<file path="src/sv/cnpt_pkg.sv">
// Shared types, constants and fixed-point helpers of the comfort-noise power tracker.
package cnpt_pkg;

    localparam int POW_W      = 40;
    localparam int WGT_W      = 32;
    localparam int CNT_W      = 16;
    localparam int IDX_W      = 13;
    localparam int CFG_IDX_W  = 3;
    localparam int CFG_DATA_W = 40;
    localparam int PP_W       = 52;

    localparam logic [POW_W-1:0] POW_MAX     = {POW_W{1'b1}};
    localparam logic [POW_W-1:0] NOISE_RESET = 40'd256000000;

    // Configuration register indexes
    typedef enum logic [CFG_IDX_W-1:0] {
        REG_SMOOTHING_ALPHA    = 3'd0,
        REG_TRACK_FRESH_WEIGHT = 3'd1,
        REG_TRACK_KEEP_WEIGHT  = 3'd2,
        REG_SLOW_GROWTH_FACTOR = 3'd3,
        REG_TRANSIENT_ALPHA    = 3'd4,
        REG_NOISE_FLOOR        = 3'd5,
        REG_ONSET_FRAMES       = 3'd6,
        REG_TRANSIENT_FRAMES   = 3'd7
    } cfg_reg_e;

    typedef struct packed {
        logic [WGT_W-1:0] smoothing_alpha;
        logic [WGT_W-1:0] track_fresh_weight;
        logic [WGT_W-1:0] track_keep_weight;
        logic [WGT_W-1:0] slow_growth_factor;
        logic [WGT_W-1:0] transient_alpha;
        logic [POW_W-1:0] noise_floor;
        logic [CNT_W-1:0] onset_frames;
        logic [CNT_W-1:0] transient_frames;
    } cfg_t;

    // Classified request handed from the front to the back
    typedef struct packed {
        logic [IDX_W-1:0] idx;
        logic [POW_W-1:0] power;
        logic             sat;
        logic             fend;
        logic             seed;
        logic             upd_n;
        logic             upd_t;
        logic             clamp_t;
        logic             sel_t;
    } front_t;

    // Partial products of one 40x32 Q2.30 multiply
    typedef struct packed {
        logic [PP_W-1:0] hi;
        logic [PP_W-1:0] lo;
    } pp_t;

    // First half of a Q2.30 multiply: two 20x32 products
    function automatic pp_t qmul_a(input logic [POW_W-1:0] x, input logic [WGT_W-1:0] w);
        pp_t pp;
        pp.hi = PP_W'(x[39:20]) * PP_W'(w);
        pp.lo = PP_W'(x[19:0]) * PP_W'(w);
        return pp;
    endfunction

    // Second half: align, round half up, saturate
    function automatic logic [POW_W-1:0] qmul_b(input pp_t pp);
        logic [52:0] low_sum;
        logic [42:0] r;
        low_sum = {23'd0, pp.hi[9:0], 20'd0} + 53'(pp.lo) + 53'h0000_2000_0000;
        r = 43'(pp.hi[51:10]) + 43'(low_sum[52:30]);
        return (r[42:40] != 3'd0) ? POW_MAX : r[39:0];
    endfunction

    function automatic logic [POW_W-1:0] sat_add(input logic [POW_W-1:0] a,
                                                 input logic [POW_W-1:0] b);
        logic [POW_W:0] r;
        r = {1'b0, a} + {1'b0, b};
        return r[POW_W] ? POW_MAX : r[POW_W-1:0];
    endfunction

endpackage

</file>
<file path="src/sv/cnpt_cfg.sv">
// Configuration register bank.
module cnpt_cfg (
    input  logic                           clk,
    input  logic                           rst_n,
    input  logic                           cfg_we,
    input  logic [cnpt_pkg::CFG_IDX_W-1:0]  cfg_index,
    input  logic [cnpt_pkg::CFG_DATA_W-1:0] cfg_data,
    output cnpt_pkg::cfg_t                 cfg
);
    import cnpt_pkg::*;

    cfg_t cfg_reg;
    cfg_t cfg_next;

    // Decode the register write
    always_comb
    begin
        cfg_next = cfg_reg;
        if (cfg_we)
        begin
            case (cfg_index)
                REG_SMOOTHING_ALPHA:    cfg_next.smoothing_alpha    = cfg_data[WGT_W-1:0];
                REG_TRACK_FRESH_WEIGHT: cfg_next.track_fresh_weight = cfg_data[WGT_W-1:0];
                REG_TRACK_KEEP_WEIGHT:  cfg_next.track_keep_weight  = cfg_data[WGT_W-1:0];
                REG_SLOW_GROWTH_FACTOR: cfg_next.slow_growth_factor = cfg_data[WGT_W-1:0];
                REG_TRANSIENT_ALPHA:    cfg_next.transient_alpha    = cfg_data[WGT_W-1:0];
                REG_NOISE_FLOOR:        cfg_next.noise_floor        = cfg_data[POW_W-1:0];
                REG_ONSET_FRAMES:       cfg_next.onset_frames       = cfg_data[CNT_W-1:0];
                REG_TRANSIENT_FRAMES:   cfg_next.transient_frames   = cfg_data[CNT_W-1:0];
                default:                cfg_next = cfg_reg;
            endcase
        end
    end

    always_ff @(posedge clk or negedge rst_n)
    begin
        if (!rst_n)
        begin
            cfg_reg.smoothing_alpha    <= 32'd248642666;
            cfg_reg.track_fresh_weight <= 32'd1070346355;
            cfg_reg.track_keep_weight  <= 32'd3395470;
            cfg_reg.slow_growth_factor <= 32'd1074278775;
            cfg_reg.transient_alpha    <= 32'd2682342;
            cfg_reg.noise_floor        <= 40'd17538;
            cfg_reg.onset_frames       <= 16'd20;
            cfg_reg.transient_frames   <= 16'd400;
        end
        else
        begin
            cfg_reg <= cfg_next;
        end
    end

    assign cfg = cfg_reg;

endmodule

</file>
<file path="config.mk">
export PLATFORM = sky130hd
export DESIGN_NAME = cnpt_cfg
export DESIGN_NICKNAME = d
export VERILOG_FILES = /design/src/sv/cnpt_pkg.sv /design/src/sv/cnpt_cfg.sv
export SDC_FILE = /design/constraint.sdc
export NUM_CORES = 1
export LEC_CHECK = 0
export ABC_CLOCK_PERIOD_IN_PS = 1200
export BUFFER_PORTS_ARGS = -buffer_cell sky130_fd_sc_hd__buf_2
export CAP_MARGIN = 15
export CORE_MARGIN = 2
export CORE_UTILIZATION = 50
export DETAILED_ROUTE_END_ITERATION = 12
export PLACE_DENSITY = 0.8
export SYNTH_ARGS = -nofsm -noshare
export SYNTH_HDL_FRONTEND = slang
export SYNTH_SLANG_ARGS = --single-unit
</file>
<file path="constraint.sdc">
create_clock -name clk -period 1.2 [get_ports clk]
set_clock_uncertainty 0.2 [all_clocks]
set_input_delay 0.12 -clock clk [delete_from_list [all_inputs] [get_ports clk]]
set_output_delay 0.12 -clock clk [all_outputs]
set_load 0.02 [all_outputs]
</file>
==> flow_summary.toml <==
[sta]
post-route-min-period_ns = 1.54
worstMarginPinSlew_ns = 0.349
fmax_ghz = 0.651
setup_viol = 252
fin_ws_ns = -0.335
rsz0062_at_grt = "yes"
finalHoldViolations = 15
drv_slew = 0
slew_headroom = 0.767
hold_ws_ns = -0.0938
timing.final.crit_share = 1.28

[power]
p_sw_mw = 9.25
vdd_ir_drop_max_uv = 1540
clkPwrFrac = 0.249
p_leak_nw = 6.85
p_per_area_nw_per_um2 = 2030
internal_power_mw = 20.3
seq_power_share = 0.391
p_comb_frac = 0.360
switching_share = 0.313

[global_routing]
grt_pass1_vias = 6926
antenna_found_initial = 0
grt_max_degree = 43
overflow = 0
track_usage = 0.292
grt_first_pass_wirelength_um = 41000

[synthesis]
syn-num-nets = 546
synthCells = 500
synth_area_leaders = "dfrtp_1 (43%), mux2_2 (28%), dfstp_2 (24%)"
yosysSeqAreaShare = 0.668
netlist_area_um2 = 8840
postSynthAreaPerCell_um2 = 17.7
synth_warnings = 0
synth_cell_types = 13
synth_top_cell_area_share = 0.427
synth_seq_cells = 232
yosys.area.top_type = "dfrtp_1"

[clocking]
cts_tree = "yes"
clk_path_buf_depth = 3
h-tree-depth = 1
path_clk_slew_ns = 0.07
cts_root_buf = "clkbuf_16"
clock_latency_ns = 0.50
cts_sinks = 232
numCtsBuffers = 24
hold_buffers = 41

[final_layout]
mostFrequentLayoutCell = "buf_6"
layout.nets = 999
antenna_cells = 0
fillers = 721
most-common-layout-cells = "buf_6 (238), dfrtp_1 (151), mux2_2 (140)"
instances_no_fill = 1196
syn2layout_area_growth_pct = 64.6
largest_register_ffs = 232
post-route-util = 0.841
drive_above_1_share = 0.793
multi_input_area_um2 = 3100
ff_latch_area_um2 = 5910

[job]
drv_cap = 0

[routing]
drcViolationCount = 0
drt-vias-per-instance = 5.29
drt_pass1_iterations = 4
drt_iter0_drc = 233
wl_per_cell_um = 24.6
vias = 6325
wl_um = 29400
drtAntennaViolNets = 0

[setup_path]
crit_fanout = 2
path_class = "flop to primary output"
endpoint_kind = "primary output"
crit_buf_inv = 1
r2r-start = "cfg[221]"
path_cells = "buf_6"
r2r_slack_ns = -0.06
cp_data_required_time_ns = 0.88
reg2reg_depth = 3
r2r_end = "cfg[221]"
crit_path_max_incr_delay_ns = 0.58
crit_family = "flip-flops"
cp-start-kind = "flop"
critPathSlowestCell = "dfstp_2"
critPathArrivalTime_ns = 1.22
crit_path_start = "cfg[157]"

[floorplanning]
die_x_um = 137
io_pins = 278
die-area_um2 = 18800
core-area_um2 = 17300
initial_core_util = 0.511
rows = 48
die_y_um = 137

[place]
dp_hpwl_um = 15400
numPortBuffers = 277
gp_congestion = 0.798
dp.cells = 999

[worst_hold_path]
hp-class = "input pin to async pin"

[outcome]
status = "complete, but fails checks"
violations = "negative hold slack, negative setup slack"
## stage by stage
step                      worst slack, ns  setup TNS (ns)  area, µm²  power [mW]
final                              -0.335          -49.28      14600        29.6
after global routing               -0.360          -55.52      14600        30.6
after CTS                          -0.326          -49.80      14200        28.5
after detailed placement           -0.464          -88.60      11000        18.0
after global placement             -0.421          -81.95      11000        17.7
after floorplan                    -0.281          -40.39       9280        15.2
## worst max path at each step
stage,to,slack (ns),cells after the start
floorplan,cfg[200],-0.28,4
global placement,cfg[89],-0.42,4
detailed placement,cfg[163],-0.46,4
CTS,cfg[211],-0.33,1
global route,cfg[157],-0.36,1
finish,cfg[157],-0.34,1
## layer usage
metal	global-route usage	vias up	wire, µm	part of all wire
met3	0.0693	73	2000	0.068
li1	-	2674	-	-
met1	0.337	3299	11100	0.38
met5	0	-	0	0
met2	0.524	279	15400	0.52
met4	0.109	0	1030	0.035
## cell usage after synthesis (all sizes together)
| library cell | n |
|---|---|
| buf | 27 |
| clkbuf | 1 |
| dfrtp | 151 |
| dfstp | 81 |
| mux2 | 232 |
| nand4 | 1 |
| nand4b | 3 |
| nor4b | 1 |
| nor4bb | 3 |
## cell type report
cell class	instances	area share
Clock buffer	38	0.0512
Clock inverter	6	0.00232
Multi-Input combinational cell	240	0.213
Sequential cell	232	0.406
Tap cell	225	0.0193
Timing Repair Buffer	455	0.308
## cell families after synthesis
group / Yosys count / synth area share
and+or+nand+nor: 8 / 0.0112
buffers and inverters: 28 / 0.0253
muxes: 232 / 0.295
DFF: 232 / 0.668
## power groups by stage
stage	Combinational, mW	Clock, mW	Sequential, mW
global placement	6.78	0	10.9
global route	11.1	7.80	11.7
finish	10.7	7.38	11.6
CTS	9.83	7.29	11.4
floorplan	2.07	0	13.2
detailed placement	6.95	0	11.1
## repair_timing
action	4_1_cts	5_1_grt
buffers inserted	64	48
pin swaps	0	1
endpoints found under the hold margin	464	15
setup endpoints to repair	232	235
resized for setup	464	10
Power figures use the tool's default switching activity.
