$ cat src/sv/cnpt_pkg.sv
// Shared types, constants and fixed-point helpers of the comfort-noise power tracker.
package cnpt_pkg;

    localparam int POW_W      = 40;
    localparam int WGT_W      = 32;
    localparam int CNT_W      = 16;
    localparam int IDX_W      = 13;
    localparam int CFG_IDX_W  = 3;
    localparam int CFG_DATA_W = 40;
    localparam int PP_W       = 52;

    localparam logic [POW_W-1:0] POW_MAX     = {POW_W{1'b1}};
    localparam logic [POW_W-1:0] NOISE_RESET = 40'd256000000;

    // Configuration register indexes
    typedef enum logic [CFG_IDX_W-1:0] {
        REG_SMOOTHING_ALPHA    = 3'd0,
        REG_TRACK_FRESH_WEIGHT = 3'd1,
        REG_TRACK_KEEP_WEIGHT  = 3'd2,
        REG_SLOW_GROWTH_FACTOR = 3'd3,
        REG_TRANSIENT_ALPHA    = 3'd4,
        REG_NOISE_FLOOR        = 3'd5,
        REG_ONSET_FRAMES       = 3'd6,
        REG_TRANSIENT_FRAMES   = 3'd7
    } cfg_reg_e;

    typedef struct packed {
        logic [WGT_W-1:0] smoothing_alpha;
        logic [WGT_W-1:0] track_fresh_weight;
        logic [WGT_W-1:0] track_keep_weight;
        logic [WGT_W-1:0] slow_growth_factor;
        logic [WGT_W-1:0] transient_alpha;
        logic [POW_W-1:0] noise_floor;
        logic [CNT_W-1:0] onset_frames;
        logic [CNT_W-1:0] transient_frames;
    } cfg_t;

    // Classified request handed from the front to the back
    typedef struct packed {
        logic [IDX_W-1:0] idx;
        logic [POW_W-1:0] power;
        logic             sat;
        logic             fend;
        logic             seed;
        logic             upd_n;
        logic             upd_t;
        logic             clamp_t;
        logic             sel_t;
    } front_t;

    // Partial products of one 40x32 Q2.30 multiply
    typedef struct packed {
        logic [PP_W-1:0] hi;
        logic [PP_W-1:0] lo;
    } pp_t;

    // First half of a Q2.30 multiply: two 20x32 products
    function automatic pp_t qmul_a(input logic [POW_W-1:0] x, input logic [WGT_W-1:0] w);
        pp_t pp;
        pp.hi = PP_W'(x[39:20]) * PP_W'(w);
        pp.lo = PP_W'(x[19:0]) * PP_W'(w);
        return pp;
    endfunction

    // Second half: align, round half up, saturate
    function automatic logic [POW_W-1:0] qmul_b(input pp_t pp);
        logic [52:0] low_sum;
        logic [42:0] r;
        low_sum = {23'd0, pp.hi[9:0], 20'd0} + 53'(pp.lo) + 53'h0000_2000_0000;
        r = 43'(pp.hi[51:10]) + 43'(low_sum[52:30]);
        return (r[42:40] != 3'd0) ? POW_MAX : r[39:0];
    endfunction

    function automatic logic [POW_W-1:0] sat_add(input logic [POW_W-1:0] a,
                                                 input logic [POW_W-1:0] b);
        logic [POW_W:0] r;
        r = {1'b0, a} + {1'b0, b};
        return r[POW_W] ? POW_MAX : r[POW_W-1:0];
    endfunction

endpackage

$ cat src/sv/cnpt_in_if.sv
// Request channel carrying one power-spectrum bin.
interface cnpt_in_if;
    import cnpt_pkg::*;

    logic             valid;
    logic             ready;
    logic [POW_W-1:0] bin_power;
    logic             frame_saturated;
    logic             frame_end;

    modport source (output valid, output bin_power, output frame_saturated,
                    output frame_end, input ready);
    modport sink   (input valid, input bin_power, input frame_saturated,
                    input frame_end, output ready);
endinterface

$ cat src/sv/cnpt_front.sv
// Front end: accepts bins, tracks frame count and bin index, classifies each request.
module cnpt_front #(
    parameter int NUM_BINS = 257
) (
    input  logic              clk,
    input  logic              rst_n,
    input  cnpt_pkg::cfg_t    cfg,
    cnpt_in_if.sink           bin_in,
    input  logic              q_full,
    input  logic              clearing,
    output logic              push,
    output cnpt_pkg::front_t  push_item
);
    import cnpt_pkg::*;

    localparam int IW = $clog2(NUM_BINS);

    logic [CNT_W-1:0] frame_count_reg, frame_count_next;
    logic             seeded_reg, seeded_next;
    logic [IW-1:0]    bin_index_reg, bin_index_next;
    logic             c_lt;
    logic [CNT_W-1:0] c1;
    logic             c1_lt;

    // Accept while the queue has room and the store is not being cleared
    assign bin_in.ready = !q_full && !clearing;
    assign push         = bin_in.valid && bin_in.ready;

    // Classify against the frame counter
    always_comb
    begin
        c_lt  = frame_count_reg < cfg.transient_frames;
        c1    = c_lt ? frame_count_reg + 16'd1 : frame_count_reg;
        c1_lt = c1 < cfg.transient_frames;

        push_item.idx     = IDX_W'(bin_index_reg);
        push_item.power   = bin_in.bin_power;
        push_item.sat     = bin_in.frame_saturated;
        push_item.fend    = bin_in.frame_end;
        push_item.seed    = !seeded_reg;
        push_item.upd_n   = frame_count_reg > cfg.onset_frames;
        push_item.upd_t   = c_lt && c1_lt;
        push_item.clamp_t = c1_lt;
        push_item.sel_t   = bin_in.frame_saturated ? c_lt : c1_lt;
    end

    // Advance frame and bin position
    always_comb
    begin
        frame_count_next = frame_count_reg;
        seeded_next      = seeded_reg;
        bin_index_next   = bin_index_reg;
        if (push)
        begin
            if (bin_in.frame_end)
            begin
                if (!bin_in.frame_saturated)
                begin
                    frame_count_next = c1;
                end
                seeded_next    = 1'b1;
                bin_index_next = '0;
            end
            else if (bin_index_reg == IW'(NUM_BINS - 1))
            begin
                bin_index_next = '0;
            end
            else
            begin
                bin_index_next = bin_index_reg + 1'b1;
            end
        end
    end

    always_ff @(posedge clk or negedge rst_n)
    begin
        if (!rst_n)
        begin
            frame_count_reg <= '0;
            seeded_reg      <= 1'b0;
            bin_index_reg   <= '0;
        end
        else
        begin
            frame_count_reg <= frame_count_next;
            seeded_reg      <= seeded_next;
            bin_index_reg   <= bin_index_next;
        end
    end

endmodule

$ cat src/flat_wrapper.sv
// flat-port wrapper written by rule: the top's interface ports become plain ports
module cnpt_front_flat import cnpt_pkg::*;
#(
    parameter int NUM_BINS = 257
)
  (clk, rst_n, cfg, q_full, clearing, push, push_item, bin_in_valid, bin_in_bin_power, bin_in_frame_saturated, bin_in_frame_end, bin_in_ready);
  cnpt_in_if bin_in_i ();
  input  logic clk;
  input  logic rst_n;
  input  cnpt_pkg::cfg_t cfg;
  input  logic q_full;
  input  logic clearing;
  output logic push;
  output cnpt_pkg::front_t push_item;
  input wire logic [$bits(bin_in_i.valid)-1:0] bin_in_valid;
  input wire logic [$bits(bin_in_i.bin_power)-1:0] bin_in_bin_power;
  input wire logic [$bits(bin_in_i.frame_saturated)-1:0] bin_in_frame_saturated;
  input wire logic [$bits(bin_in_i.frame_end)-1:0] bin_in_frame_end;
  output wire logic [$bits(bin_in_i.ready)-1:0] bin_in_ready;
  assign bin_in_i.valid = bin_in_valid;
  assign bin_in_i.bin_power = bin_in_bin_power;
  assign bin_in_i.frame_saturated = bin_in_frame_saturated;
  assign bin_in_i.frame_end = bin_in_frame_end;
  assign bin_in_ready = bin_in_i.ready;
  cnpt_front #(.NUM_BINS(NUM_BINS)) u_core (.clk(clk), .rst_n(rst_n), .cfg(cfg), .bin_in(bin_in_i), .q_full(q_full), .clearing(clearing), .push(push), .push_item(push_item));
endmodule
$ cat config.mk
export PLATFORM = sky130hd
export DESIGN_NAME = cnpt_front_flat
export DESIGN_NICKNAME = d
export VERILOG_FILES = /design/src/sv/cnpt_pkg.sv /design/src/sv/cnpt_in_if.sv /design/src/sv/cnpt_front.sv /design/src/flat_wrapper.sv
export SDC_FILE = /design/constraint.sdc
export NUM_CORES = 1
export LEC_CHECK = 0
export BUFFER_PORTS_ARGS = -buffer_cell sky130_fd_sc_hd__buf_2
export CORE_AREA = 2 2 131 133
export DETAILED_ROUTE_END_ITERATION = 8
export DIE_AREA = 0 0 133 135
export GPL_TIMING_DRIVEN = 0
export PLACE_DENSITY_LB_ADDON = 0.2
export RECOVER_POWER = 100
export SYNTH_ARGS = -nofsm -noshare
export SYNTH_HDL_FRONTEND = slang
export SYNTH_SLANG_ARGS = --single-unit
$ cat constraint.sdc
create_clock -name clk -period 3.3 [get_ports clk]
set_clock_uncertainty 0.15 [all_clocks]
set_input_delay 0 -clock clk [delete_from_list [all_inputs] [get_ports clk]]
set_output_delay 0 -clock clk [all_outputs]
set_load 0.005 [all_outputs]
==> results by group <==
Run status
  • Outcome: complete, but fails checks
  • Violations in the final reports: max-capacitance violations, max-slew violations, negative setup slack

Layout
  • Number of inserted filler cells in the final layout: 1829
  • Leading cell types in the layout, fill and taps excluded: buf_2 (69), buf_4 (49), ha_1 (40), inv_1 (38), clkbuf_1 (31)
  • Number of flip-flops in the largest register: 16
  • Commonest non-fill, non-tap cell in the layout: buf_2
  • Number of antenna diodes: 0
  • Footprint of the multi-input gates: 0.00216 mm2
  • Fin area: 0.00442 mm2
  • Synthesis-to-layout area growth: 45.5%
  • Final net count: 821
  • Ratio of cells with drive above 1 in the final layout: 39.8%
  • Register cell area after layout: 666 um2

Power and ir drop
  • Ratio of total power to cell area: 289 mW/mm2
  • Leakage power of the design: 2.15 nW
  • Post-route total power: 1.28 mW
  • VDD IR max: 0.177 mV

Detailed routing
  • Average routed wire per standard cell: 15.6 um
  • Drt pass-1 iters: 4
  • Number of routed nets with antenna violations: 0
  • First-iteration detailed-routing DRC count: 142
  • Avg Vias per Cell: 4.22
  • Number of vias in the routed layout: 3004
  • Final wirelength: 11100 um
  • Drc violations: 0

Critical path
  • Crit-path max cell delay: 440 ps
  • Slowest stage cell, crit path: dfrtp_2
  • Most frequent cell on the critical path: nand4_1
  • Arrival time at the worst endpoint: 3960 ps
  • Worst Path Required: 3150 ps
  • Setup crit end kind: output pin
  • Critical Path Start Type: flip-flop
  • Series of cell instances along the critical path: ha_4 -> nand4_1 -> nor4_2 -> a32oi_2 -> and2_4 -> buf_8 -> nand2_4 -> xnor2_2 -> ha_1 -> a21o_1 -> a221oi_4 -> nand4_1 -> or4_1 -> a31oi_2 -> buf_2
  • Worst path top cell family by delay: simple AND/OR/NAND/NOR gates
  • Setup CP Type: reg -> out
  • Path length in cells of the critical path: 15
  • Highest fanout seen on the critical path: 4
  • Depth of the worst register-to-register path: 9
  • Worst Path Buf+Inv: 2

Synth
  • Fraction of synthesis flops using an asynchronous set or reset pin: 100%
  • Sequential area share after synthesis: 21.4%
  • Cell types occupying the most area after synthesis: dfrtp_1 (21%), ha_1 (20%), buf_4 (12%)
  • Yosys top cell by area: dfrtp_1
  • YS warnings: 0
  • Cell area after synthesis: 0.00304 mm2
  • Area share of the leading cell type in the synthesized netlist: 21.4%
  • Most common flop cell mapped by yosys: dfrtp_1
  • Instance count of the mapped netlist: 365
  • Average size of a mapped cell: 8.32 um2
  • Cell variety after synth: 44
  • Number of enable-type register cells in the synthesized netlist: 0
  • Register bit count reported by yosys: 26

Timing
  • Min cycle time layout: 4110 ps
  • Max-slew violation total from the final report: 27
  • Share of the clock period used by the worst path after layout: 124%
  • Post-layout worst setup margin: -807 ps
  • Maximum frequency from static timing analysis: 0.244 GHz
  • Unrepaired setup endpoints after global routing: yes
  • Worst relative slew slack: -4.40%
  • Tightest Pin Transition: 1570 ps
  • Setup violations, final: 3
  • Hold Vio Cnt, Final: 0
  • Final-layout worst hold slack: 20.0 ps

Place
  • Estimated wirelength of the detail-placed design: 8760 um
  • Buffers added on ports: 96
  • Placed cell areas: 0.00385 mm2
  • Routability Congestion: 0.821

Floorplan
  • Num ports: 341
  • Rows: 47
  • Placeable Area: 0.0164 mm2
  • Initial core utilization: 18.5%
  • Horiz. Die Dim: 133 um
  • Total Die Area: 0.0180 mm2
  • Height of the chip: 135 um

Clock network
  • CTS root buf: clkbuf_16
  • Clock insertion delay at the later pin of the skew report: 270 ps
  • Sink Count: 26
  • H-tree levels: 1
  • CTS tree: yes
  • Clock buffer count from CTS: 3
  • Clock-pin slew on the worst setup and hold paths: 80 ps
  • Longest Clk Path Bufs: 2

Global route
  • Total global-route track usage: 12.3%
  • Wire length of the first global-routing pass: 17200 um
  • Largest net degree at the start of global routing: 27
  • Residual overflow from global routing: 0
  • Number of antenna violations at the first check in global routing: 0
  • Number of global-route vias before repair: 3097

Run
  • Max-cap violations: 1

Worst hold path
  • Worst hold stages: 2
  • Classification of the worst-slack hold path: in -> out
cell usage after synthesis, types with 3 or more instances:
cell type   n
buf_4      50
and3_1      8
inv_1      38
dfrtp_1    26
o21ai_0    20
a2111oi_0   4
o21a_1      4
nor2_1      5
nor2b_1     4
xnor2_1    30
ha_1       49
nand4_1    21
nand2b_1    5
nand2_1    24
a31oi_1     4
and2_1      5
a21oi_1    14
clkbuf_1    3
nand3_1    18
stage by stage:
step	cells	setup WS (ps)	TNS, ps	util (%)
after global routing	712	-964	-2590	26.9
after floorplan	368	-128	-232	-
after detailed placement	684	-1130	-3140	23.4
final	712	-807	-2090	26.9
after CTS	709	-783	-1940	26.4
after global placement	684	-1140	-3190	23.4
path summary, 6_finish.rpt:
path                                            start                   endpoint  slack (ps)
hold reg to reg                     u_core.seeded_reg          u_core.seeded_reg         300
min in group asynchronous                       rst_n          u_core.seeded_reg         510
hold / removal                   bin_in_bin_power[13]              push_item[20]          20
setup / recovery           u_core.frame_count_reg[10]               push_item[0]        -810
max in group asynchronous                       rst_n  u_core.frame_count_reg[9]        1470
setup reg to reg           u_core.frame_count_reg[10]  u_core.frame_count_reg[1]         700
kinds of logic (layout without fill, tap and decap cells):
kind of cell             Yosys count  in the layout  synth area share (%)
adder cells (fa/ha/maj)           49             49                  20.2
other                              1              4                 0.124
XOR/XNOR                          31             31                  8.94
AO/OA/AOI/OAI                     58             58                  11.9
AND/OR/NAND/NOR                  103            103                  18.5
multiplexers                       2              2                 0.701
buffers and inverters             95            219                  18.2
flip-flops                        26             26                  21.4
metal layers:
metal	part of all wire, %	track usage [%]
met5	0	0
met4	1.1	2.51
met3	6.1	1.95
met2	43	18.1
met1	50	18.7
where the power goes:
part	internal [mW]	total (mW)	switching, mW
clock	0.242	0.366	0.124
sequential	0.354	0.407	0.0531
combinational	0.241	0.503	0.262
worst register-to-register path, cell delays in order, from the launching register on:
cell and delay (ps):
dfrtp_2 440, ha_4 270, nand4_1 240, nor4_2 340
a32oi_2 150, and2_4 180, buf_4 140, buf_4 150
nand2_1 90, mux2_2 350
what timing repair did:
| action | 4_1_cts | 5_1_grt |
|---|---|---|
| hold buffers | 2 | 0 |
| gates cloned | 1 | 0 |
| hold endpoints to repair | 27 | 0 |
| pin swaps | 21 | 17 |
| gates resized for setup | 40 | 19 |
| endpoints found under the setup margin | 3 | 3 |
| setup buffers | 19 | 4 |
final cells by class:
class	count	area share [%]
tap	220	6.23
clock inverter	1	0.680
timing repair buffer	122	15.2
buffer	54	8.87
clock buffer	3	1.70
sequential	26	15.1
inverter	39	3.31
multi-input combinational	247	48.9
Note: power is estimated with default switching activity, not from simulation.
