[src/sv/cnpt_pkg.sv]
// Shared types, constants and fixed-point helpers of the comfort-noise power tracker.
package cnpt_pkg;

    localparam int POW_W      = 40;
    localparam int WGT_W      = 32;
    localparam int CNT_W      = 16;
    localparam int IDX_W      = 13;
    localparam int CFG_IDX_W  = 3;
    localparam int CFG_DATA_W = 40;
    localparam int PP_W       = 52;

    localparam logic [POW_W-1:0] POW_MAX     = {POW_W{1'b1}};
    localparam logic [POW_W-1:0] NOISE_RESET = 40'd256000000;

    // Configuration register indexes
    typedef enum logic [CFG_IDX_W-1:0] {
        REG_SMOOTHING_ALPHA    = 3'd0,
        REG_TRACK_FRESH_WEIGHT = 3'd1,
        REG_TRACK_KEEP_WEIGHT  = 3'd2,
        REG_SLOW_GROWTH_FACTOR = 3'd3,
        REG_TRANSIENT_ALPHA    = 3'd4,
        REG_NOISE_FLOOR        = 3'd5,
        REG_ONSET_FRAMES       = 3'd6,
        REG_TRANSIENT_FRAMES   = 3'd7
    } cfg_reg_e;

    typedef struct packed {
        logic [WGT_W-1:0] smoothing_alpha;
        logic [WGT_W-1:0] track_fresh_weight;
        logic [WGT_W-1:0] track_keep_weight;
        logic [WGT_W-1:0] slow_growth_factor;
        logic [WGT_W-1:0] transient_alpha;
        logic [POW_W-1:0] noise_floor;
        logic [CNT_W-1:0] onset_frames;
        logic [CNT_W-1:0] transient_frames;
    } cfg_t;

    // Classified request handed from the front to the back
    typedef struct packed {
        logic [IDX_W-1:0] idx;
        logic [POW_W-1:0] power;
        logic             sat;
        logic             fend;
        logic             seed;
        logic             upd_n;
        logic             upd_t;
        logic             clamp_t;
        logic             sel_t;
    } front_t;

    // Partial products of one 40x32 Q2.30 multiply
    typedef struct packed {
        logic [PP_W-1:0] hi;
        logic [PP_W-1:0] lo;
    } pp_t;

    // First half of a Q2.30 multiply: two 20x32 products
    function automatic pp_t qmul_a(input logic [POW_W-1:0] x, input logic [WGT_W-1:0] w);
        pp_t pp;
        pp.hi = PP_W'(x[39:20]) * PP_W'(w);
        pp.lo = PP_W'(x[19:0]) * PP_W'(w);
        return pp;
    endfunction

    // Second half: align, round half up, saturate
    function automatic logic [POW_W-1:0] qmul_b(input pp_t pp);
        logic [52:0] low_sum;
        logic [42:0] r;
        low_sum = {23'd0, pp.hi[9:0], 20'd0} + 53'(pp.lo) + 53'h0000_2000_0000;
        r = 43'(pp.hi[51:10]) + 43'(low_sum[52:30]);
        return (r[42:40] != 3'd0) ? POW_MAX : r[39:0];
    endfunction

    function automatic logic [POW_W-1:0] sat_add(input logic [POW_W-1:0] a,
                                                 input logic [POW_W-1:0] b);
        logic [POW_W:0] r;
        r = {1'b0, a} + {1'b0, b};
        return r[POW_W] ? POW_MAX : r[POW_W-1:0];
    endfunction

endpackage

[src/sv/cnpt_queue.sv]
// Short queue of classified requests between front and back.
module cnpt_queue (
    input  logic             clk,
    input  logic             rst_n,
    input  logic             push,
    input  cnpt_pkg::front_t push_item,
    output logic             full,
    input  logic             pop,
    output logic             valid,
    output cnpt_pkg::front_t head
);
    import cnpt_pkg::*;

    localparam int DEPTH = 4;
    localparam int AW    = $clog2(DEPTH);

    front_t        slot_reg [DEPTH];
    logic [AW-1:0] wr_ptr_reg, wr_ptr_next;
    logic [AW-1:0] rd_ptr_reg, rd_ptr_next;
    logic [AW:0]   count_reg, count_next;

    assign full  = count_reg == (AW+1)'(DEPTH);
    assign valid = count_reg != '0;
    assign head  = slot_reg[rd_ptr_reg];

    // Move pointers and count
    always_comb
    begin
        wr_ptr_next = push ? wr_ptr_reg + 1'b1 : wr_ptr_reg;
        rd_ptr_next = pop ? rd_ptr_reg + 1'b1 : rd_ptr_reg;
        count_next  = count_reg;
        if (push && !pop)
        begin
            count_next = count_reg + 1'b1;
        end
        else if (pop && !push)
        begin
            count_next = count_reg - 1'b1;
        end
    end

    always_ff @(posedge clk or negedge rst_n)
    begin
        if (!rst_n)
        begin
            wr_ptr_reg <= '0;
            rd_ptr_reg <= '0;
            count_reg  <= '0;
        end
        else
        begin
            wr_ptr_reg <= wr_ptr_next;
            rd_ptr_reg <= rd_ptr_next;
            count_reg  <= count_next;
        end
    end

    // Store the request
    always_ff @(posedge clk)
    begin
        if (push)
        begin
            slot_reg[wr_ptr_reg] <= push_item;
        end
    end

`ifndef ASSERT_OFF
    a_no_overflow: assert property (@(posedge clk) disable iff (!rst_n)
        full |-> !push || pop) else $error("queue overflow");
    a_no_underflow: assert property (@(posedge clk) disable iff (!rst_n)
        pop |-> valid) else $error("queue underflow");
    a_count_step: assert property (@(posedge clk) disable iff (!rst_n)
        push && !pop |=> count_reg == $past(count_reg) + 1'b1)
        else $error("queue count did not advance");
`endif

endmodule

[config.mk]
export PLATFORM = sky130hd
export DESIGN_NAME = cnpt_queue
export DESIGN_NICKNAME = d
export VERILOG_FILES = /design/src/sv/cnpt_pkg.sv /design/src/sv/cnpt_queue.sv
export SDC_FILE = /design/constraint.sdc
export NUM_CORES = 1
export LEC_CHECK = 0
export ABC_CLOCK_PERIOD_IN_PS = 5700
export BUFFER_PORTS_ARGS = -buffer_cell sky130_fd_sc_hd__buf_2
export CORE_ASPECT_RATIO = 0.7
export CORE_MARGIN = 2
export CORE_UTILIZATION = 35
export CTS_CLUSTER_SIZE = 20
export DETAILED_ROUTE_END_ITERATION = 8
export PLACE_DENSITY_LB_ADDON = 0.2
export SLEW_MARGIN = 0
export SYNTH_ARGS = -nofsm -noshare
export SYNTH_HDL_FRONTEND = slang
export SYNTH_SLANG_ARGS = --single-unit
[constraint.sdc]
create_clock -name clk -period 5.7 [get_ports clk]
set_input_delay 0.285 -clock clk [delete_from_list [all_inputs] [get_ports clk]]
set_output_delay 0.285 -clock clk [all_outputs]
set_load 0.01 [all_outputs]
==> results of run 1 <==
## final cells by class
cell class,instances,area [µm²]
clock buffers,29,641
well taps,331,414
multi-input cells,83,1570
flip-flops and latches,247,7390
fillers,2188,14200
inverters,4,15.0
repair buffers,189,1260
clock inverters,17,156
## critical path, stage by stage, from the launching register on
cell and delay [ns]:
dfrtp_4 0.88, buf_4 0.66, mux4_1 0.65, buf_2 0.16
## how the worst min path moves through the flow
| stage | start | endpoint | slack [ns] | depth (start not counted) |
|---|---|---|---|---|
| after detailed placement | rst_n | count_reg[1] | 0.13 | 1 |
| after global routing | push | wr_ptr_reg[0] | 0.05 | 2 |
| after CTS | push | wr_ptr_reg[0] | 0.02 | 2 |
| after global placement | rst_n | count_reg[2] | 0.13 | 1 |
| after floorplan | rst_n | count_reg[0] | -0.01 | 0 |
| final | push | wr_ptr_reg[0] | 0.06 | 2 |
## cell families after synthesis
family	Yosys count	synth area share [%]
xor gates and xnor gates	6	0.576
DFF	247	80.9
adders and majority gates	6	0.905
muxes	61	15.0
and+or+nand+nor	9	0.549
AOI/OAI and AO/OA	1	0.0548
buffers and inverters	18	1.98
## synthesized netlist by cell type, drive strengths merged
library cell / n / area, µm²
nor3b: 1 / 7.51
xnor2: 2 / 17.5
dfrtp: 7 / 175
mux4: 60 / 1360
nand2: 2 / 7.51
nor2: 1 / 3.75
inv: 4 / 15.0
clkbuf: 1 / 3.75
buf: 13 / 161
mux2: 1 / 11.3
edfxtp: 240 / 7210
xor2: 4 / 35.0
fa: 1 / 20.0
o21ai: 1 / 5.00
and2: 4 / 25.0
ha: 5 / 62.6
or3: 1 / 6.26
## where the power goes
group	internal [mW]	switching (mW)
logic	0.717	0.751
registers	2.38	0.201
clock network	0.938	0.652
total	4.04	1.60
## layout by cell type, fill, tap and decap left out
master and n:
clkinv_1 8, nor3b_1 1, buf_4 2, bufinv_16 3
nand2_1 2, xor2_1 4, dfrtp_4 1, dlygate4sd3_1 62
ha_1 5, mux4_2 58, xnor2_1 2, inv_1 4
mux2_2 1, clkinvlp_4 1, o21ai_0 1, buf_2 125
and2_4 4, or3_1 1, clkbuf_1 4, clkinv_2 4
clkbuf_16 25, nor2_1 1, dfrtp_2 1, fa_1 1
dfrtp_1 5, mux4_1 2, inv_6 1, edfxtp_1 240
## routing by layer
layer | vias up | GRT usage (%) | part of all wire (%)
li1 | 1892 | - | -
met1 | 2262 | 17.4 | 45
met2 | 110 | 20.9 | 48
met3 | 28 | 3.02 | 5.1
met4 | 0 | 3.52 | 2.5
met5 | - | 0 | 0
## what timing repair did
| action | in CTS | in global routing |
|---|---|---|
| setup endpoints to repair | 0 | 0 |
| hold buffers | 62 | 0 |
| endpoints found under the hold margin | 247 | 0 |
| gates resized for setup | 0 | 0 |
==> results.md, run 1 <==
| Item | Reported |
| --- | --- |
| Total GRT Usage | 12.8% |
| Synth Cell Area | 9120 µm² |
| CP required | 5.41 ns |
| Post-layout total power | 5.64 mW |
| Number of nets still failing antenna checks after routing | 0 |
| Flip-flop and latch count after synthesis | 247 |
| Unrepaired setup endpoints after global routing | false |
| Max-capacitance violation count | 0 |
| H-tree depth | 1 |
| Fin nets | 620 |
| Hold/Removal Path Class | in2reg |
| Setup_tns | 0 ns |
| Number of setup violations in the final report | 0 |
| DRC | 0 |
| Time the worst path needs with I/O delays and setup | 3.16 ns |
| Worst VDD drop | 300 µV |
| Antenna diode count | 0 |
| Last element of the critical path | head[55] |
| Via/cell ratio | 4.77 |
| Worst hold slack across all endpoints | 0.0562 ns |
| Upper clock frequency limit | 317 MHz |
| Syn Nets | 418 |
| Result of the run | completed |
| Number of global-route vias before repair | 4679 |
| Total power per unit cell area | 493 nW/µm² |
| Area after DPL | 10000 µm² |
| Width of the die | 197 µm |
| Placement Rows | 49 |
| Arrival time worst endpoint | 2.87 ns |
| Synthesized area per cell | 26.2 µm² |
| Final std cells w/o fill | 900 |
| Slew at the pin closest to its max-slew limit | 1.01 ns |
| Worst slack after detailed placement | 2.96 ns |
| Wirelength per Cell | 19.2 µm |
| Core area | 25600 µm² |
| Number of distinct library cells after synthesis | 20 |
| Die height | 139 µm |
| Routed wire length | 17.3 mm |
| Type of element launching the critical path | flop |
| First-pass GRT wire length | 26.8 mm |
| Classification of the worst setup path | reg2out |
| Crit path from | rd_ptr_reg[0] |
| Worst clock skew | 0.0121 ns |
| Number of top-level pins | 126 |
| End-of-flow core utilization | 44.7% |
| Port-buffer cells | 125 |
| PnR worst setup slack | 2.54 ns |
| Layout overhead on the synthesized area | 25.5% |
| Skew-Pair Late Insertion Delay | 0.52 ns |
| Critical path fanouts, max | 32 |
| Final-report max-slew violation count | 0 |
| Reg2Reg Capture Point | slot_reg[2][8] |
| Weighted congestion reported at the end of routability-driven placement | 0.665 |
| Antenna violations before repair | 0 |
| Crit share post-route | 55.4% |
| Portion of the post-synthesis area used by sequential elements | 80.9% |
| Number of setup buffers added after CTS | 0 |
| HPWL after detailed placement | 9.37 mm |
| Starting density of the core | 35.6% |
| Clock sink total | 247 |
| Reg2Reg Setup Slack | 3.78 ns |
| Static power due to leakage | 3.94 nW |
| Pin count of the biggest net entering global routing | 61 |
| Startpoint of the worst register-to-register path | wr_ptr_reg[0] |
| Synthesis Warnings | 0 |
| Clock tree root buffer cell | clkbuf_16 |
| Share of cells above drive strength 1 | 39.7% |
| Maximum buffer depth of the clock tree | 3 |
| Fin. Hold Viols | 0 |
| Post-placement cell count | 792 |
| Die area | 27400 µm² |
| Final global-route overflow total | 0 |
| Largest register FFs | 240 |
| Max_slew headroom | 32.9% |
| Clock-pin slew reported for the worst setup and hold paths after clock tree synthesis | 0.06 ns |
| Clock tree from TritonCTS | yes |
| Cells after synthesis | 348 |
| Worst setup EP type | output port |
| Number of DRC markers after the initial detailed-route iteration | 221 |
| Number of iterations in the first detailed-routing pass | 4 |
| Post-Layout Inst Area | 11400 µm² |
| Via count | 4292 |
| Worst Reg-to-Reg Cells | 3 |
| Number of clock buffers inserted by TritonCTS | 25 |
No activity file was read; power rests on OpenSTA's default activity.
==> run 2, diff against run 1 <==
--- a/config.mk
+++ b/config.mk
@@ -5,7 +5,7 @@
 export SDC_FILE = /design/constraint.sdc
 export NUM_CORES = 1
 export LEC_CHECK = 0
-export ABC_CLOCK_PERIOD_IN_PS = 5700
+export ABC_CLOCK_PERIOD_IN_PS = 3200
 export BUFFER_PORTS_ARGS = -buffer_cell sky130_fd_sc_hd__buf_2
 export CORE_ASPECT_RATIO = 0.7
 export CORE_MARGIN = 2
==> constraint.sdc (replaced) <==
create_clock -name clk -period 3.2 [get_ports clk]
set_input_delay 0.16 -clock clk [delete_from_list [all_inputs] [get_ports clk]]
set_output_delay 0.16 -clock clk [all_outputs]
set_load 0.01 [all_outputs]
==> results.md, run 2 (synthesis gave the netlist of run 1 again) <==
| Item | Reported |
| --- | --- |
| Slew at the pin closest to its max-slew limit | 0.999 ns |
| Number of iterations in the first detailed-routing pass | 4 |
| H-tree depth | 1 |
| Die area | 27400 µm² |
| Delay-heaviest family, CP | flip-flops |
| Type of element launching the critical path | flop |
| Fin. Hold Viols | 0 |
| Share of cells above drive strength 1 | 40.3% |
| Clock tree from TritonCTS | yes |
| Hold-fix buffers at CTS | 63 |
| Worst hold slack across all endpoints | 0.0266 ns |
| Clock tree root buffer cell | clkbuf_16 |
| Crit path from | rd_ptr_reg[0] |
| Antenna diode count | 0 |
| Post-placement cell count | 794 |
| Final global-route overflow total | 0 |
| Hold/Removal Path Class | in2async |
| Maximum buffer depth of the clock tree | 3 |
| Number of global-route vias before repair | 4616 |
| Skew-Pair Late Insertion Delay | 0.52 ns |
| Fin nets | 624 |
| Via/cell ratio | 4.69 |
| Total GRT Usage | 12.7% |
| Critical-path top delay cell | dfrtp_4 |
| DRC | 0 |
| Critical path fanouts, max | 21 |
| Most common library cell in the layout ignoring fill and taps | edfxtp_1 |
| End-of-flow core utilization | 45.0% |
| HPWL after detailed placement | 9.60 mm |
| Pin count of the biggest net entering global routing | 61 |
| Arrival time worst endpoint | 2.38 ns |
| Weighted congestion reported at the end of routability-driven placement | 0.693 |
| Routed wire length | 17.4 mm |
| Max_slew headroom | 33.4% |
| Unrepaired setup endpoints after global routing | false |
| Reg2Reg Capture Point | slot_reg[1][51] |
| Number of nets still failing antenna checks after routing | 0 |
| Total power per unit cell area | 880 nW/µm² |
| Classification of the worst setup path | reg2out |
| Antenna violations before repair | 0 |
| Core area | 25600 µm² |
| Starting density of the core | 35.6% |
| Static power due to leakage | 3.98 nW |
| Crit share post-route | 79.5% |
| Commonest cells after routing, fill and taps aside | edfxtp_1 (240), buf_2 (125), dlygate4sd3_1 (63) |
| Worst VDD drop | 485 µV |
| Placement Rows | 49 |
| Layout overhead on the synthesized area | 26.4% |
| Time the worst path needs with I/O delays and setup | 2.54 ns |
| Area after DPL | 10100 µm² |
| PnR worst setup slack | 0.656 ns |
| First-pass GRT wire length | 26.6 mm |
| Worst Reg-to-Reg Cells | 3 |
| Number of setup buffers added after CTS | 0 |
| Worst setup EP type | output port |
| Post-layout total power | 10.1 mW |
| Number of DRC markers after the initial detailed-route iteration | 249 |
| Via count | 4238 |
| Worst clock skew | 0.0112 ns |
| Number of top-level pins | 126 |
| Reg2Reg Setup Slack | 1.33 ns |
| Post-Layout Inst Area | 11500 µm² |
| Upper clock frequency limit | 393 MHz |
| Cells traversed along the worst timing path | buf_4, mux4_2, buf_2 |
| Worst slack after detailed placement | 1.15 ns |
| Cell count along the critical path | 3 |
| Post-CTS sizing | 0 |
| Number of clock buffers inserted by TritonCTS | 26 |
| Number of buffer and inverter stages on the critical path | 2 |
| Port-buffer cells | 125 |
| Die height | 139 µm |
| Startpoint of the worst register-to-register path | wr_ptr_reg[1] |
| CP required | 3.04 ns |
| Width of the die | 197 µm |
| Delay contributed by the slowest stage of the critical path | 0.70 ns |
| Result of the run | completed |
| Last element of the critical path | head[38] |
| Setup_tns | 0 ns |
| Largest register FFs | 240 |
| Final std cells w/o fill | 904 |
| Max-capacitance violation count | 0 |
| Clock sink total | 247 |
| Number of setup violations in the final report | 0 |
| Final-report max-slew violation count | 0 |
| Wirelength per Cell | 19.2 µm |
| Clock-pin slew reported for the worst setup and hold paths after clock tree synthesis | 0.06 ns |
==> run 2: cell count changes in the layout (fill, tap and decap cells not counted), sizes merged <==
cell         before  now
buf             127  129
clkinv           12   10
clkbuf           29   33
clkinvlp          1    2
dlygate4sd3      62   63
inv               5    4
bufinv            3    2
==> run 2: where the power goes <==
| part | internal (mW) | switching, mW | leakage [nW] |
|---|---|---|---|
| Combinational | 1.33 | 1.41 | 1.29 |
| Sequential | 4.25 | 0.290 | 2.28 |
| Clock | 1.70 | 1.17 | 0.398 |
==> run 2: how the worst min path moves through the flow <==
stage,cells after the start,endpoint,startpoint,slack (ns)
after floorplan,0,count_reg[0],rst_n,-0.14
after global placement,1,count_reg[2],rst_n,0.01
after detailed placement,1,count_reg[2],rst_n,0.02
after CTS,2,count_reg[2],rst_n,0.006
after global routing,2,count_reg[1],rst_n,0.02
final,2,rd_ptr_reg[0],rst_n,0.03
==> run 2: area by class of cell <==
type	count	area (µm²)
clock buffer	33	698
timing repair buffer	192	1320
fill	2183	14100
clock inverter	14	124
multi-input combinational	83	1570
tap	331	414
inverter	4	15.0
sequential	247	7390
==> run 2: routing by layer <==
metal / wire length, µm / global-route usage [%] / vias up
met3: 996 / 3.53 / 28
met2: 8370 / 21.2 / 109
met1: 7630 / 16.6 / 2203
met4: 402 / 3.17 / 0
met5: 0 / 0 / -
li1: - / - / 1898
==> run 3, diff against run 2 <==
--- a/config.mk
+++ b/config.mk
@@ -5,7 +5,7 @@
 export SDC_FILE = /design/constraint.sdc
 export NUM_CORES = 1
 export LEC_CHECK = 0
-export ABC_CLOCK_PERIOD_IN_PS = 3200
+export ABC_CLOCK_PERIOD_IN_PS = 2100
 export BUFFER_PORTS_ARGS = -buffer_cell sky130_fd_sc_hd__buf_2
 export CORE_ASPECT_RATIO = 0.7
 export CORE_MARGIN = 2
==> constraint.sdc (replaced) <==
create_clock -name clk -period 2.1 [get_ports clk]
set_input_delay 0.105 -clock clk [delete_from_list [all_inputs] [get_ports clk]]
set_output_delay 0.105 -clock clk [all_outputs]
set_load 0.01 [all_outputs]
==> results.md, run 3 (synthesis gave the netlist of run 1 again) <==
| Item | Reported |
| --- | --- |
| Result of the run | completed |
| Share of cells above drive strength 1 | 41.3% |
| CP required | 2.00 ns |
| Max-capacitance violation count | 0 |
| Post-layout total power | 16.5 mW |
| Part of the power in registers | 41.1% |
| Clock tree root buffer cell | clkbuf_16 |
| Area after DPL | 10200 µm² |
| Post-Layout Inst Area | 12000 µm² |
| Number of nets still failing antenna checks after routing | 0 |
| Post-placement cell count | 803 |
| Met2 Resource Use GR | 20.4% |
| Worst hold slack across all endpoints | 0.341 ns |
| Core area | 25600 µm² |
| GR peak layer | met2 |
| Max_slew headroom | 75.5% |
| H-tree depth | 1 |
| Wirelength per Cell | 20.0 µm |
| Fin nets | 637 |
| Internal power of the cells | 12.0 mW |
| Final global-route overflow total | 0 |
| Maximum buffer depth of the clock tree | 3 |
| Time the worst path needs with I/O delays and setup | 2.09 ns |
| Upper clock frequency limit | 478 MHz |
| Width of the die | 197 µm |
| Via count | 4314 |
| Routed wire length | 18.2 mm |
| Worst clock skew | 0.0105 ns |
| Critical path fanouts, max | 16 |
| Global-route track usage on met1 | 18.5% |
| Number of setup violations in the final report | 0 |
| Clock tree from TritonCTS | yes |
| Reg2Reg Setup Slack | 0.47 ns |
| End-of-flow core utilization | 46.8% |
| Setup_tns | 0 ns |
| Fraction of power spent switching nets | 27.5% |
| Number of global-route vias before repair | 4678 |
| HPWL after detailed placement | 10.6 mm |
| Worst slack after detailed placement | 0.431 ns |
| Fraction of power consumed by the clock network | 26.3% |
| Static power due to leakage | 4.15 nW |
| Skew-Pair Late Insertion Delay | 0.51 ns |
| Fin. Hold Viols | 0 |
| First-pass GRT wire length | 27.2 mm |
| Arrival time worst endpoint | 1.99 ns |
| Hold/Removal Path Class | in2reg |
| Unrepaired setup endpoints after global routing | true |
| Switch Pwr | 4.53 mW |
| Worst VDD drop | 631 µV |
| Total power per unit cell area | 1380 nW/µm² |
| Final-report max-slew violation count | 0 |
| Die height | 139 µm |
| Crit share post-route | 99.6% |
| Via/cell ratio | 4.73 |
| Final std cells w/o fill | 912 |
| Clock-pin slew reported for the worst setup and hold paths after clock tree synthesis | 0.06 ns |
| Classification of the worst setup path | reg2out |
| Port-buffer cells | 125 |
| Number of DRC markers after the initial detailed-route iteration | 172 |
| Met3 global-route usage | 3.60% |
| PnR worst setup slack | 0.00785 ns |
| Worst setup EP type | output port |
| Antenna violations before repair | 0 |
| Total GRT Usage | 13.1% |
| DRC | 0 |
| Clock sink total | 247 |
| Layout overhead on the synthesized area | 31.3% |
| Combinational group share of total power | 32.6% |
| Type of element launching the critical path | flop |
| Commonest cells after routing, fill and taps aside | edfxtp_1 (240), buf_2 (88), dlygate4sd3_1 (64) |
| Die area | 27400 µm² |
| Antenna diode count | 0 |
| Pin count of the biggest net entering global routing | 35 |
| Placement Rows | 49 |
| Slew at the pin closest to its max-slew limit | 0.367 ns |
| Starting density of the core | 35.6% |
| Most common library cell in the layout ignoring fill and taps | edfxtp_1 |
| Weighted congestion reported at the end of routability-driven placement | 0.702 |
| Number of iterations in the first detailed-routing pass | 4 |
| Largest register FFs | 240 |
| Number of clock buffers inserted by TritonCTS | 25 |
| Number of top-level pins | 126 |
==> run 3: changes by cell type in the layout (fill, tap and decap cells not counted), moves of 2 or more <==
cell | previous run | this run
buf_16 | 0 | 2
buf_6 | 0 | 38
bufinv_16 | 2 | 4
clkinv_2 | 5 | 1
buf_2 | 125 | 88
mux4_1 | 2 | 0
mux4_2 | 58 | 60
buf_4 | 1 | 4
buf_12 | 3 | 8
==> run 3: final timing paths <==
| check | start | endpoint | cells after the start |
|---|---|---|---|
| max | rd_ptr_reg[0] | head[39] | 3 |
| min in group asynchronous | rst_n | count_reg[0] | 3 |
| min | push_item[33] | slot_reg[0][33] | 2 |
| max reg2reg | wr_ptr_reg[0] | slot_reg[2][47] | 4 |
| min reg2reg | count_reg[2] | count_reg[2] | 1 |
| max in group asynchronous | rst_n | rd_ptr_reg[0] | 3 |
==> run 3: routing by layer <==
layer / vias up / part of all wire [%]
met2: 115 / 46
met4: 0 / 2.0
met1: 2245 / 47
met5: - / 0
li1: 1926 / -
met3: 28 / 5.8
==> run 3: power by group through the flow <==
stage	Sequential, mW	Combinational [mW]	Clock, mW
4_1_cts	6.76	5.04	4.48
2_1_floorplan	6.71	3.04	0
3_5_place_dp	6.89	4.58	0
5_1_grt	6.85	5.83	4.69
3_3_place_gp	6.84	4.55	0
6_report	6.78	5.38	4.34
==> run 3: repair_timing <==
| action | 4_1_cts | 5_1_grt |
|---|---|---|
| endpoints found under the hold margin | 251 | 0 |
| hold buffers | 64 | 0 |
| buffers inserted | 1 | 1 |
| gates resized for setup | 15 | 27 |
| cloned | 0 | 2 |
| endpoints found under the setup margin | 51 | 54 |
==> run 3: final cells by class <==
type                       count  area, µm²
clock buffer                  30        644
sequential                   247       7390
tap                          331        414
inverter                       4       15.0
fill                        2156      13600
clock inverter                11        151
timing repair buffer         206       1800
multi-input combinational     83       1560
==> run 3: worst max-delay path: stages, from the launching register on <==
cell	delay, ns
dfrtp_4	0.54
clkbuf_16	0.26
mux4_2	0.53
buf_6	0.14
